$ cat config.mk
export PLATFORM = sky130hd
export DESIGN_NAME = url_field_splitter_core
export DESIGN_NICKNAME = d
export VERILOG_FILES = /design/src/sv/ufs_pkg.sv /design/src/sv/ufs_ctrl.sv /design/src/sv/ufs_datapath.sv /design/src/sv/url_field_splitter_core.sv
export SDC_FILE = /design/constraint.sdc
export NUM_CORES = 1
export LEC_CHECK = 0
export BUFFER_PORTS_ARGS = -buffer_cell sky130_fd_sc_hd__clkbuf_2
export CAP_MARGIN = 20
export CORE_ASPECT_RATIO = 0.5
export CORE_MARGIN = 2
export CORE_UTILIZATION = 30
export DETAILED_ROUTE_END_ITERATION = 12
export PLACE_DENSITY = 0.47
export SYNTH_ARGS = -nofsm -noshare
export SYNTH_HDL_FRONTEND = slang
export SYNTH_SLANG_ARGS = --single-unit
$ cat constraint.sdc
create_clock -name clk -period 15.49 [get_ports clk]
set_input_delay 3.098 -clock clk [delete_from_list [all_inputs] [get_ports clk]]
set_output_delay 3.098 -clock clk [all_outputs]
set_load 0.005 [all_outputs]
$ cat src/sv/ufs_pkg.sv
// Shared types and constants of the URL field splitter.
// No dependencies.
package ufs_pkg;
	localparam int PORT_TEXT_SIZE = 8;
	localparam int SIZE_W = 9;

	localparam logic [2:0] CFG_PROTOCOL_SIZE = 3'd0;
	localparam logic [2:0] CFG_USERNAME_SIZE = 3'd1;
	localparam logic [2:0] CFG_PASSWORD_SIZE = 3'd2;
	localparam logic [2:0] CFG_HOSTNAME_SIZE = 3'd3;
	localparam logic [2:0] CFG_PATH_SIZE     = 3'd4;

	localparam logic [3:0] ST_OK         = 4'd0;
	localparam logic [3:0] ST_NO_SCHEME  = 4'd1;
	localparam logic [3:0] ST_PROTO_LONG = 4'd2;
	localparam logic [3:0] ST_USER_LONG  = 4'd3;
	localparam logic [3:0] ST_PASS_LONG  = 4'd4;
	localparam logic [3:0] ST_NO_SLASH   = 4'd5;
	localparam logic [3:0] ST_HOST_LONG  = 4'd6;
	localparam logic [3:0] ST_BAD_PORT   = 4'd7;
	localparam logic [3:0] ST_PATH_LONG  = 4'd8;
	localparam logic [3:0] ST_OVERFLOW   = 4'd9;

	typedef struct packed {
		logic take;  // a character transaction is accepted
		logic calc;  // evaluate the split and load the result
	} ufs_cmd_t;
endpackage

$ cat src/sv/ufs_ctrl.sv
// Controller of the URL field splitter: accept/evaluate sequencing and result strobe.
// Depends on ufs_pkg.
module ufs_ctrl
	import ufs_pkg::*;
(
	input  logic     clk,
	input  logic     arst_n,
	input  logic     start,
	input  logic     is_last,
	output logic     busy,
	output logic     done,
	output ufs_cmd_t cmd
);
	localparam logic S_IDLE = 1'b0;
	localparam logic S_CALC = 1'b1;

	logic state_q;
	logic done_q;

	assign busy     = (state_q == S_CALC);
	assign cmd.take = start && !busy;
	assign cmd.calc = busy;
	assign done     = done_q;

	always_ff @(posedge clk or negedge arst_n) begin
		if (!arst_n) begin
			state_q <= S_IDLE;
			done_q  <= 1'b0;
		end else begin
			done_q <= (state_q == S_CALC);
			unique case (state_q)
				S_IDLE: begin
					if (cmd.take && is_last) state_q <= S_CALC;
				end
				S_CALC: state_q <= S_IDLE;
				default: state_q <= S_IDLE;
			endcase
		end
	end
endmodule

$ cat src/sv/ufs_datapath.sv
// Datapath of the URL field splitter: separator trackers, config registers, result.
// Depends on ufs_pkg.
module ufs_datapath
	import ufs_pkg::*;
#(
	parameter int MAX_LEN = 256
) (
	input  logic        clk,
	input  logic        arst_n,
	input  ufs_cmd_t    cmd,
	input  logic [7:0]  ch,
	input  logic        cfg_we,
	input  logic [2:0]  cfg_index,
	input  logic [8:0]  cfg_data,
	output logic [3:0]  status,
	output logic [8:0]  protocol_len,
	output logic [8:0]  user_start,
	output logic [8:0]  user_len,
	output logic [8:0]  pass_start,
	output logic [8:0]  pass_len,
	output logic [8:0]  host_start,
	output logic [8:0]  host_len,
	output logic [15:0] port_number,
	output logic [8:0]  path_start,
	output logic [8:0]  path_len
);
	localparam int CW = $clog2(MAX_LEN + 1);
	localparam int LW = (CW > SIZE_W) ? CW : SIZE_W;

	typedef struct packed {
		logic          slf;  // first '/' seen
		logic [CW-1:0] sl;
		logic          cof;  // ':' seen before the '/'
		logic [CW-1:0] co;
		logic [15:0]   pv;   // port value so far
		logic          bad;  // non-digit in port text
	} trk_t;

	function automatic trk_t trk_next(trk_t t, logic [7:0] c, logic [CW-1:0] p);
		trk_t n;
		n = t;
		if (!t.slf) begin
			if (c == 8'h2F) begin
				n.slf = 1'b1;
				n.sl  = p;
			end else if (t.cof) begin
				if (c < 8'h30 || c > 8'h39) n.bad = 1'b1;
				n.pv = (t.pv << 3) + (t.pv << 1) + {8'd0, c - 8'h30};
			end else if (c == 8'h3A) begin
				n.cof = 1'b1;
				n.co  = p;
			end
		end
		return n;
	endfunction

	function automatic logic ge(logic [CW-1:0] len, logic [SIZE_W-1:0] sz);
		logic [LW-1:0] a;
		logic [LW-1:0] b;
		a = LW'(len);
		b = LW'(sz);
		return a >= b;
	endfunction

	logic [8:0] proto_sz_q, user_sz_q, pass_sz_q, host_sz_q, path_sz_q;

	logic [CW-1:0] cnt_q;
	logic          ovf_q;
	logic [7:0]    prev1_q, prev2_q;
	logic          pf_q;
	logic [CW-1:0] plen_q, s_q;
	logic          atf_q, c1f_q;
	logic [CW-1:0] at_q, c1_q;
	trk_t          ta_q, tb_q;

	// configuration writes
	always_ff @(posedge clk or negedge arst_n) begin
		if (!arst_n) begin
			proto_sz_q <= 9'd8;
			user_sz_q  <= 9'd32;
			pass_sz_q  <= 9'd32;
			host_sz_q  <= 9'd64;
			path_sz_q  <= 9'd128;
		end else if (cfg_we) begin
			unique case (cfg_index)
				CFG_PROTOCOL_SIZE: proto_sz_q <= cfg_data;
				CFG_USERNAME_SIZE: user_sz_q  <= cfg_data;
				CFG_PASSWORD_SIZE: pass_sz_q  <= cfg_data;
				CFG_HOSTNAME_SIZE: host_sz_q  <= cfg_data;
				CFG_PATH_SIZE:     path_sz_q  <= cfg_data;
				default: ;
			endcase
		end
	end

	// character tracking
	always_ff @(posedge clk or negedge arst_n) begin
		if (!arst_n) begin
			cnt_q   <= '0;
			ovf_q   <= 1'b0;
			prev1_q <= '0;
			prev2_q <= '0;
			pf_q    <= 1'b0;
			atf_q   <= 1'b0;
			c1f_q   <= 1'b0;
			ta_q    <= '0;
			tb_q    <= '0;
			plen_q  <= '0;
			s_q     <= '0;
			at_q    <= '0;
			c1_q    <= '0;
		end else if (cmd.calc) begin
			cnt_q   <= '0;
			ovf_q   <= 1'b0;
			prev1_q <= '0;
			prev2_q <= '0;
			pf_q    <= 1'b0;
			atf_q   <= 1'b0;
			c1f_q   <= 1'b0;
			ta_q    <= '0;
			tb_q    <= '0;
		end else if (cmd.take) begin
			if (cnt_q == CW'(MAX_LEN)) begin
				ovf_q <= 1'b1;
			end else begin
				cnt_q   <= cnt_q + 1'b1;
				prev1_q <= ch;
				prev2_q <= prev1_q;
				if (!pf_q) begin
					if (ch == 8'h2F && prev1_q == 8'h2F && prev2_q == 8'h3A) begin
						pf_q   <= 1'b1;
						plen_q <= cnt_q - CW'(2);
						s_q    <= cnt_q + 1'b1;
					end
				end else begin
					if (!c1f_q && ch == 8'h3A) begin
						c1f_q <= 1'b1;
						c1_q  <= cnt_q;
					end
					if (!atf_q) begin
						ta_q <= trk_next(ta_q, ch, cnt_q);
						if (ch == 8'h40) begin
							atf_q <= 1'b1;
							at_q  <= cnt_q;
						end
					end else begin
						tb_q <= trk_next(tb_q, ch, cnt_q);
					end
				end
			end
		end
	end

	// evaluation
	trk_t          t;
	logic          ucolon;
	logic [CW-1:0] ulen, pwlen, hs, hlen, portl, ps, pathl;
	logic [3:0]    st;

	always_comb begin
		t      = atf_q ? tb_q : ta_q;
		ucolon = c1f_q && (c1_q < at_q);
		ulen   = ucolon ? (c1_q - s_q) : (at_q - s_q);
		pwlen  = at_q - c1_q - 1'b1;
		hs     = atf_q ? (at_q + 1'b1) : s_q;
		hlen   = (t.cof ? t.co : t.sl) - hs;
		portl  = t.sl - t.co - 1'b1;
		ps     = t.sl + 1'b1;
		pathl  = cnt_q - ps;
		priority if (ovf_q)                             st = ST_OVERFLOW;
		else if (!pf_q)                                 st = ST_NO_SCHEME;
		else if (ge(plen_q, proto_sz_q))                st = ST_PROTO_LONG;
		else if (atf_q && ge(ulen, user_sz_q))          st = ST_USER_LONG;
		else if (atf_q && ucolon && ge(pwlen, pass_sz_q)) st = ST_PASS_LONG;
		else if (!t.slf)                                st = ST_NO_SLASH;
		else if (ge(hlen, host_sz_q))                   st = ST_HOST_LONG;
		else if (t.cof && (portl == '0 || t.bad ||
			LW'(portl) >= LW'(PORT_TEXT_SIZE)))        st = ST_BAD_PORT;
		else if (ge(pathl, path_sz_q))                  st = ST_PATH_LONG;
		else                                            st = ST_OK;
	end

	// result registers
	always_ff @(posedge clk) begin
		if (cmd.calc) begin
			status <= st;
			if (st == ST_OK) begin
				protocol_len <= 9'(plen_q);
				user_start   <= atf_q ? 9'(s_q) : 9'd0;
				user_len     <= atf_q ? 9'(ulen) : 9'd0;
				pass_start   <= (atf_q && ucolon) ? 9'(c1_q + 1'b1) : 9'd0;
				pass_len     <= (atf_q && ucolon) ? 9'(pwlen) : 9'd0;
				host_start   <= 9'(hs);
				host_len     <= 9'(hlen);
				port_number  <= t.cof ? t.pv : 16'd0;
				path_start   <= 9'(ps);
				path_len     <= 9'(pathl);
			end else begin
				protocol_len <= '0;
				user_start   <= '0;
				user_len     <= '0;
				pass_start   <= '0;
				pass_len     <= '0;
				host_start   <= '0;
				host_len     <= '0;
				port_number  <= '0;
				path_start   <= '0;
				path_len     <= '0;
			end
		end
	end
endmodule

$ cat src/sv/url_field_splitter_core.sv
// Top level of the URL field splitter: controller plus datapath.
// Depends on ufs_pkg, ufs_ctrl and ufs_datapath.
//
// Usage:
//  - Input: drive one URL character on ch with is_last marking the final one,
//    and raise start. A transaction is taken at an edge with start high and
//    busy low. Characters may follow back to back, one per cycle.
//  - Separators are tracked as characters arrive, so no buffer scan is needed.
//  - After the last character busy rises for exactly one cycle while the
//    split is evaluated; the next cycle done pulses for one cycle with status
//    and all part positions valid. busy is low again in that done cycle.
//  - Characters are accepted back to back; no new character is taken while
//    busy is high for the evaluation of a URL.
//  - The receiver cannot stall: sample results in the done cycle; they hold
//    until the next URL finishes.
//  - Configuration: cfg_we, cfg_index, cfg_data write the size limits; write
//    only while no URL is in progress. Reset restores the default limits.
//  - Reset clears the character count, overflow flag and separator trackers.
//  - A URL longer than MAX_LEN drops the extra characters and reports overflow.
module url_field_splitter_core
	import ufs_pkg::*;
#(
	parameter int MAX_LEN = 256
) (
	input  logic        clk,
	input  logic        arst_n,
	input  logic        start,
	output logic        busy,
	input  logic [7:0]  ch,
	input  logic        is_last,
	input  logic        cfg_we,
	input  logic [2:0]  cfg_index,
	input  logic [8:0]  cfg_data,
	output logic        done,
	output logic [3:0]  status,
	output logic [8:0]  protocol_len,
	output logic [8:0]  user_start,
	output logic [8:0]  user_len,
	output logic [8:0]  pass_start,
	output logic [8:0]  pass_len,
	output logic [8:0]  host_start,
	output logic [8:0]  host_len,
	output logic [15:0] port_number,
	output logic [8:0]  path_start,
	output logic [8:0]  path_len
);
	ufs_cmd_t cmd;

	// sequence transactions and the evaluate cycle
	ufs_ctrl u_ctrl (
		.clk     (clk),
		.arst_n  (arst_n),
		.start   (start),
		.is_last (is_last),
		.busy    (busy),
		.done    (done),
		.cmd     (cmd)
	);

	// track separators, hold limits, build the result
	ufs_datapath #(.MAX_LEN(MAX_LEN)) u_dp (
		.clk          (clk),
		.arst_n       (arst_n),
		.cmd          (cmd),
		.ch           (ch),
		.cfg_we       (cfg_we),
		.cfg_index    (cfg_index),
		.cfg_data     (cfg_data),
		.status       (status),
		.protocol_len (protocol_len),
		.user_start   (user_start),
		.user_len     (user_len),
		.pass_start   (pass_start),
		.pass_len     (pass_len),
		.host_start   (host_start),
		.host_len     (host_len),
		.port_number  (port_number),
		.path_start   (path_start),
		.path_len     (path_len)
	);
endmodule

Word-level counts from Yosys, hierarchy flattened
Index checks and enable logic that the tools add are counted.

operators by class
  add/sub/neg operators = 18
  order comparisons = 9
  equal/unequal tests = 17
  multiplexer cells = 64
  bitwise operators = 4
  reductions and logical operators = 55

operator list
  cell                 count
  $mux 37              13
  $mux 27              2
  $mux 9               6
  $sub 9x9->9          6
  $mux 8               6
  $ge 9x9->1           5
  $mux 10              4
  $add 9x1->9 const B  4
  $mux 4               9
  $mux 17              2
  $add 16x16->16       2
  $add 16x8->16        2
  $eq 8x6->1 const B   4
  $reduce_and 8->1     4
  $reduce_and 6->1     5
  $mux 1               21
  $reduce_and 2->1     10
  $reduce_bool 2->1    10
  $sub 9x1->9 const B  2
  $ne 2x2->1 const B   7
  $reduce_and 7->1     2
  $reduce_and 4->1     3
  $logic_and 1x1->1    10
  $reduce_and 5->1     2
  other kinds (19)     26

storage, ports and cells
  register bits after elaboration = 287
  input bits = 25
  output and inout port bits = 103

Longest topological paths before layout
  word-level depth = 17
  depth in mapped cells = 32
  gate-level depth less buffers = 27

Hierarchy
From an unflattened synthesis, not the netlist that was laid out.

unflattened totals
  cells, all modules = 1699
  area total of the unflattened synthesis = 16762.3 um^2

by module, submodules not included
  module        instances  cells an instance  area each (um^2)  seq. area each (um^2)
  ufs_datapath  1          1694               16689.8           7643.6
  ufs_ctrl      1          5                  72.6              50.0

Worst setup path after synthesis
Ideal clock, no wire load.

  path kind = register -> register
  start = reg u_dp.c1_q[2]
  end = reg u_dp.pass_start[3], data pin
  setup time = 0.170 ns
  arrival = 5.591 ns
  path slack = 9.729 ns
  cell stages (with the launch flop) = 31
  period minus slack after synthesis = 5.761 ns
  cells stage by stage = dfrtp_1 inv_1 ha_1 o21a_1 o31ai_1 a221oi_1 a21bo_2 clkbuf_1 nor2_1 a21oi_1 ha_1 inv_1 fa_1 a21o_1 a21oi_1 nor2b_1 o21ai_0 nand2b_1 xnor2_1 inv_1 ha_1 a21o_1 a221oi_1 o21ai_0 a21oi_1 a2bb2oi_1 o2111a_1 nand4bb_1 clkbuf_1 buf_4 nor4_2

between the ends
  word-level cells in the longest chain between the ends = 11

ends and longest elaborated chain
  what                          line                 source
  start: declaration            ufs_datapath.sv:73   logic [CW-1:0] at_q, c1_q;
  start signal: assignment      ufs_datapath.sv:138  c1_q <= cnt_q;
  $lt 9x9->1                    ufs_datapath.sv:162  ucolon = c1f_q && (c1_q < at_q);
  $logic_and 1x1->1             ufs_datapath.sv:162
  $mux 9 *                      ufs_datapath.sv:163  ulen = ucolon ? (c1_q - s_q) : (at_q - s_q);
  net u_dp.ulen[6]              ufs_datapath.sv:157  logic [CW-1:0] ulen, pwlen, hs, hlen, portl, ps, pathl;
  $ge 9x9->1 *                  ufs_datapath.sv:62   return a >= b;
  $logic_and 1x1->1 *           ufs_datapath.sv:173  else if (atf_q && ge(ulen, user_sz_q)) st = ST_USER_LONG;
  $mux 4 *                      ufs_datapath.sv:173
  $mux 4 *                      ufs_datapath.sv:172  else if (ge(plen_q, proto_sz_q)) st = ST_PROTO_LONG;
  $mux 4 *                      ufs_datapath.sv:171  else if (!pf_q) st = ST_NO_SCHEME;
  $mux 4 *                      ufs_datapath.sv:170  priority if (ovf_q) st = ST_OVERFLOW;
  $logic_not 4->1 *             ufs_datapath.sv:187  if (st == ST_OK) begin
  $reduce_and 2->1 (no line) *  -
  end signal: assignment        ufs_datapath.sv:191  pass_start <= (atf_q && ucolon) ? 9'(c1_q + 1'b1) : 9'd0;
  end: declaration              ufs_datapath.sv:19   output logic [8:0] pass_start,

Mark *: on every way through the listed nets, which the timed path passes. The rest lies on a longest branch.
A chain may end at the register's enable or synchronous reset.

Final worst setup path
  start = reg u_dp.c1_q[1]
  end = reg u_dp.pass_start[4], data pin

The elaborated chain is that of the path after synthesis.

==> summary.md <==
| Metric | Value |
|---|---|
| Pint | roughly 1.6 mW |
| Worst Path Buf+Inv | 4 |
| Final period util | 0.507 |
| Logic pwr share | 0.313 |
| Register share of total power | 0.381 |
| Setup crit end kind | flip-flop |
| DIE AREA | 58,500 um^2 |
| P&R area growth vs syn | 14.8% |
| Hold WC Path Type | reg2reg |
| Area leader, netlist | dfrtp_1 |
| CP arrival | around 8.3 ns |
| Worst EP required | 15.88 ns |
| Slew margin rel. | 0.328 |
| Max stage delay on crit path | slightly below 0.7 ns |
| CTS tree | yes |
| CTS clock-pin slew for the worst setup and hold paths | 0.06 ns |
| Startpoint Class | flip-flop |
| First-pass DRT Iterations | 5 |
| Setup violators final | 0 |
| Yosys cell types | between 60 and 70 |
| Final Hold Vio Count | 0 |
| Initial DRC count | between 800 and 900 |
| Cts hold-fix bufs | 0 |
| Minimum clock period | approximately 7.9 ns |
| Switching power | a little over 0.8 mW |
| Layout cell share with drive strength beyond 1 | 0.139 |
| Mapped Area | between 15,000 and 20,000 um^2 |
| I/O Buffers | 127 |
| Chip height | between 150 and 200 um |
| Max-cap violations | 0 |
| Pin count of the biggest net entering global routing | 84 |
| Worst slew pin tran | roughly 1.0 ns |
| Asr flop ratio synth | 0.648 |
| Clock sink total | between 200 and 300 |
| CTS max path bufs | 3 |
| Met3 usage | 0.0193 |
| Sw Share | 0.336 |
| First-pass GRT wire length | 73,200 um |
| Per-cell routed wire length | roughly 18 um |
| GRT Residual Overflow | 0 |
| Top-area cell type share of the netlist area | 0.267 |
| Skew final | roughly 0.017 ns |
| Worst skew pair latency | just under 0.6 ns |
| Via-per-instance ratio | roughly 4.7 |
| # nets final | between 2,000 and 2,500 |
| # resized after CTS | 0 |
| Critical path fanouts, max | 47 |
| Die width | between 300 and 400 um |
| Top cells by area, synth | dfrtp_1 (27%), edfxtp_1 (18%), ha_1 (11%), nand2_1 (5.4%), o21ai_0 (4.4%) |
| Global Route Usage Sum | 0.161 |
| GR peak layer | met2 |
| Post-synth EDFFs | a little over 100 |
| Drt drc | 0 |
| Status | finished, final reports clean |
| Largest regs | u_dp.ta_q: 37 flops, u_dp.tb_q: 37 flops, u_dp.port_number: 16 flops |
| Antenna violations before repair | 0 |
| CTS Root Cell | clkbuf_16 |
| Register area share after synthesis | 0.454 |
| Leak | roughly 8.4 nW |
| Standard-cell rows | 61 |
| Total I/O pin count | about 130 |
| Fmax | about 130 MHz |
| Avg Cell Area, Syn | 9.87 um^2 |
| Max Transition Viols Final | 0 |
| Setup bufs post-CTS | 0 |
| Grt met1 use | 0.230 |
| Initial core utilization | 0.305 |
| DP HPWL | ~35,000 um |
| Flip-flop and latch count after synthesis | 287 |
| CTS buffer count | 31 |
| Placed insts | roughly 2,500 |
| Total negative slack | 0 ns |
| Crit Path Category | reg2reg |
| M2 GR Usage | 0.259 |
| Synthesis warning total | 0 |
| Top_reg_cell synth | dfrtp_1 |
| Count leader, synth | nand2_1 |
| N_diodes | 0 |
| Power Density | 125 nW/um^2 |
| Synthesized Nets | roughly 1,900 |
| Non-Filler Instances | between 2,000 and 3,000 |
| Htree depth | 1 |
| CP max stage cell | a21bo_2 |
| Overall via count from detail_route | around 12,000 |
| Mapped Cells | around 1,700 |
| Final Wtd Congestion | 0.861 |
| RSZ-0062 raised after global routing | false |
| Kind of cell adding the most delay to the critical path | compound AO/OA/AOI/OAI gates |
| Post-synth top cells | nand2_1 (243), dfrtp_1 (181), inv_1 (150), o21ai_0 (148), ha_1 (147) |
| Routed Antenna Nets | 0 |
| Vias in the first global route | around 12,000 |
| Peak supply drop | around 0.082 mV |
| Core Region | around 56,000 um^2 |
| Clk network pwr share | 0.306 |
| Final WL | 47,500 um |
-- metrics by stage --
stage	hold slack, ns	util	instance area, um^2	total power [mW]	setup WS, ns
after global placement	0.461	0.331	18400	1.70	7.80
after global routing	0.510	0.350	19500	2.61	6.99
after detailed placement	0.466	0.331	18400	1.71	7.69
after floorplan	0.444	-	16900	1.48	9.73
after CTS	0.482	0.349	19400	2.46	7.67
final	0.478	0.350	19500	2.43	7.64
-- final timing paths --
kind / startpoint / endpoint / slack [ns] / depth (start not counted)
max in group asynchronous: arst_n / u_dp.pass_sz_q[6]$_DFFE_PN0P_ / 11.63 / 2
setup / recovery: u_dp.c1_q[1]$_DFFE_PN0P_ / u_dp.pass_start[4]$_SDFFCE_PN0P_ / 7.64 / 28
hold / removal: u_dp.tb_q[28]$_DFFE_PN0P_ / u_dp.tb_q[28]$_DFFE_PN0P_ / 0.48 / 2
hold reg to reg: u_dp.tb_q[28]$_DFFE_PN0P_ / u_dp.tb_q[28]$_DFFE_PN0P_ / 0.48 / 2
min in group asynchronous: arst_n / u_dp.ta_q[14]$_DFFE_PN0P_ / 2.57 / 1
setup reg to reg: u_dp.c1_q[1]$_DFFE_PN0P_ / u_dp.pass_start[4]$_SDFFCE_PN0P_ / 7.64 / 28
-- routing by layer --
metal,vias up,routed length [um],share of wire
met4,0,1230,0.026
met3,67,1130,0.024
li1,6176,-,-
met5,-,0,0
met2,125,21400,0.45
met1,5990,23700,0.50
-- cell families (layout without fill, tap and decap cells) --
| kind of cell | Yosys count | after routing | synth area share |
|---|---|---|---|
| buffers and inverters | 226 | 361 | 0.0524 |
| XOR/XNOR | 101 | 101 | 0.0522 |
| flip-flops | 287 | 287 | 0.454 |
| multiplexers | 65 | 65 | 0.0404 |
| AND/OR/NAND/NOR | 528 | 528 | 0.151 |
| AO/OA/AOI/OAI | 346 | 346 | 0.122 |
| adder cells (fa/ha/maj) | 164 | 164 | 0.129 |
-- power groups by stage --
stage	Combinational, mW	Clock [mW]	Sequential, mW
floorplan	0.565	0	0.919
global placement	0.762	0	0.940
detailed placement	0.766	0	0.940
CTS	0.771	0.766	0.926
global route	0.879	0.794	0.936
finish	0.762	0.743	0.925
-- worst min-delay path, delay by kind of cell, from the launching register on --
family / cells / cell delay (ns)
simple gates: 1 / 0.04
flops: 1 / 0.34
compound gates: 1 / 0.06
-- cells in the final DEF, fill, tap and decap left out, drive strengths merged, types with 56 or more instances in the layout --
master / synthesis / layout
dfrtp: 181 / 181
ha: 147 / 147
o21ai: 150 / 150
xnor2: 57 / 57
nor3: 56 / 56
inv: 150 / 151
a21oi: 78 / 78
clkbuf: 51 / 177
edfxtp: 101 / 101
nand2: 243 / 243
nor2: 91 / 91
-- cell type report --
class	count	area, um^2
clock buffer	49	895
clock inverter	8	91.3
multi-input combinational	1204	8400
inverter	151	567
fill	5649	36200
tap	756	946
sequential	287	7700
timing repair buffer	153	857
Note: power is estimated with default switching activity, not from simulation.
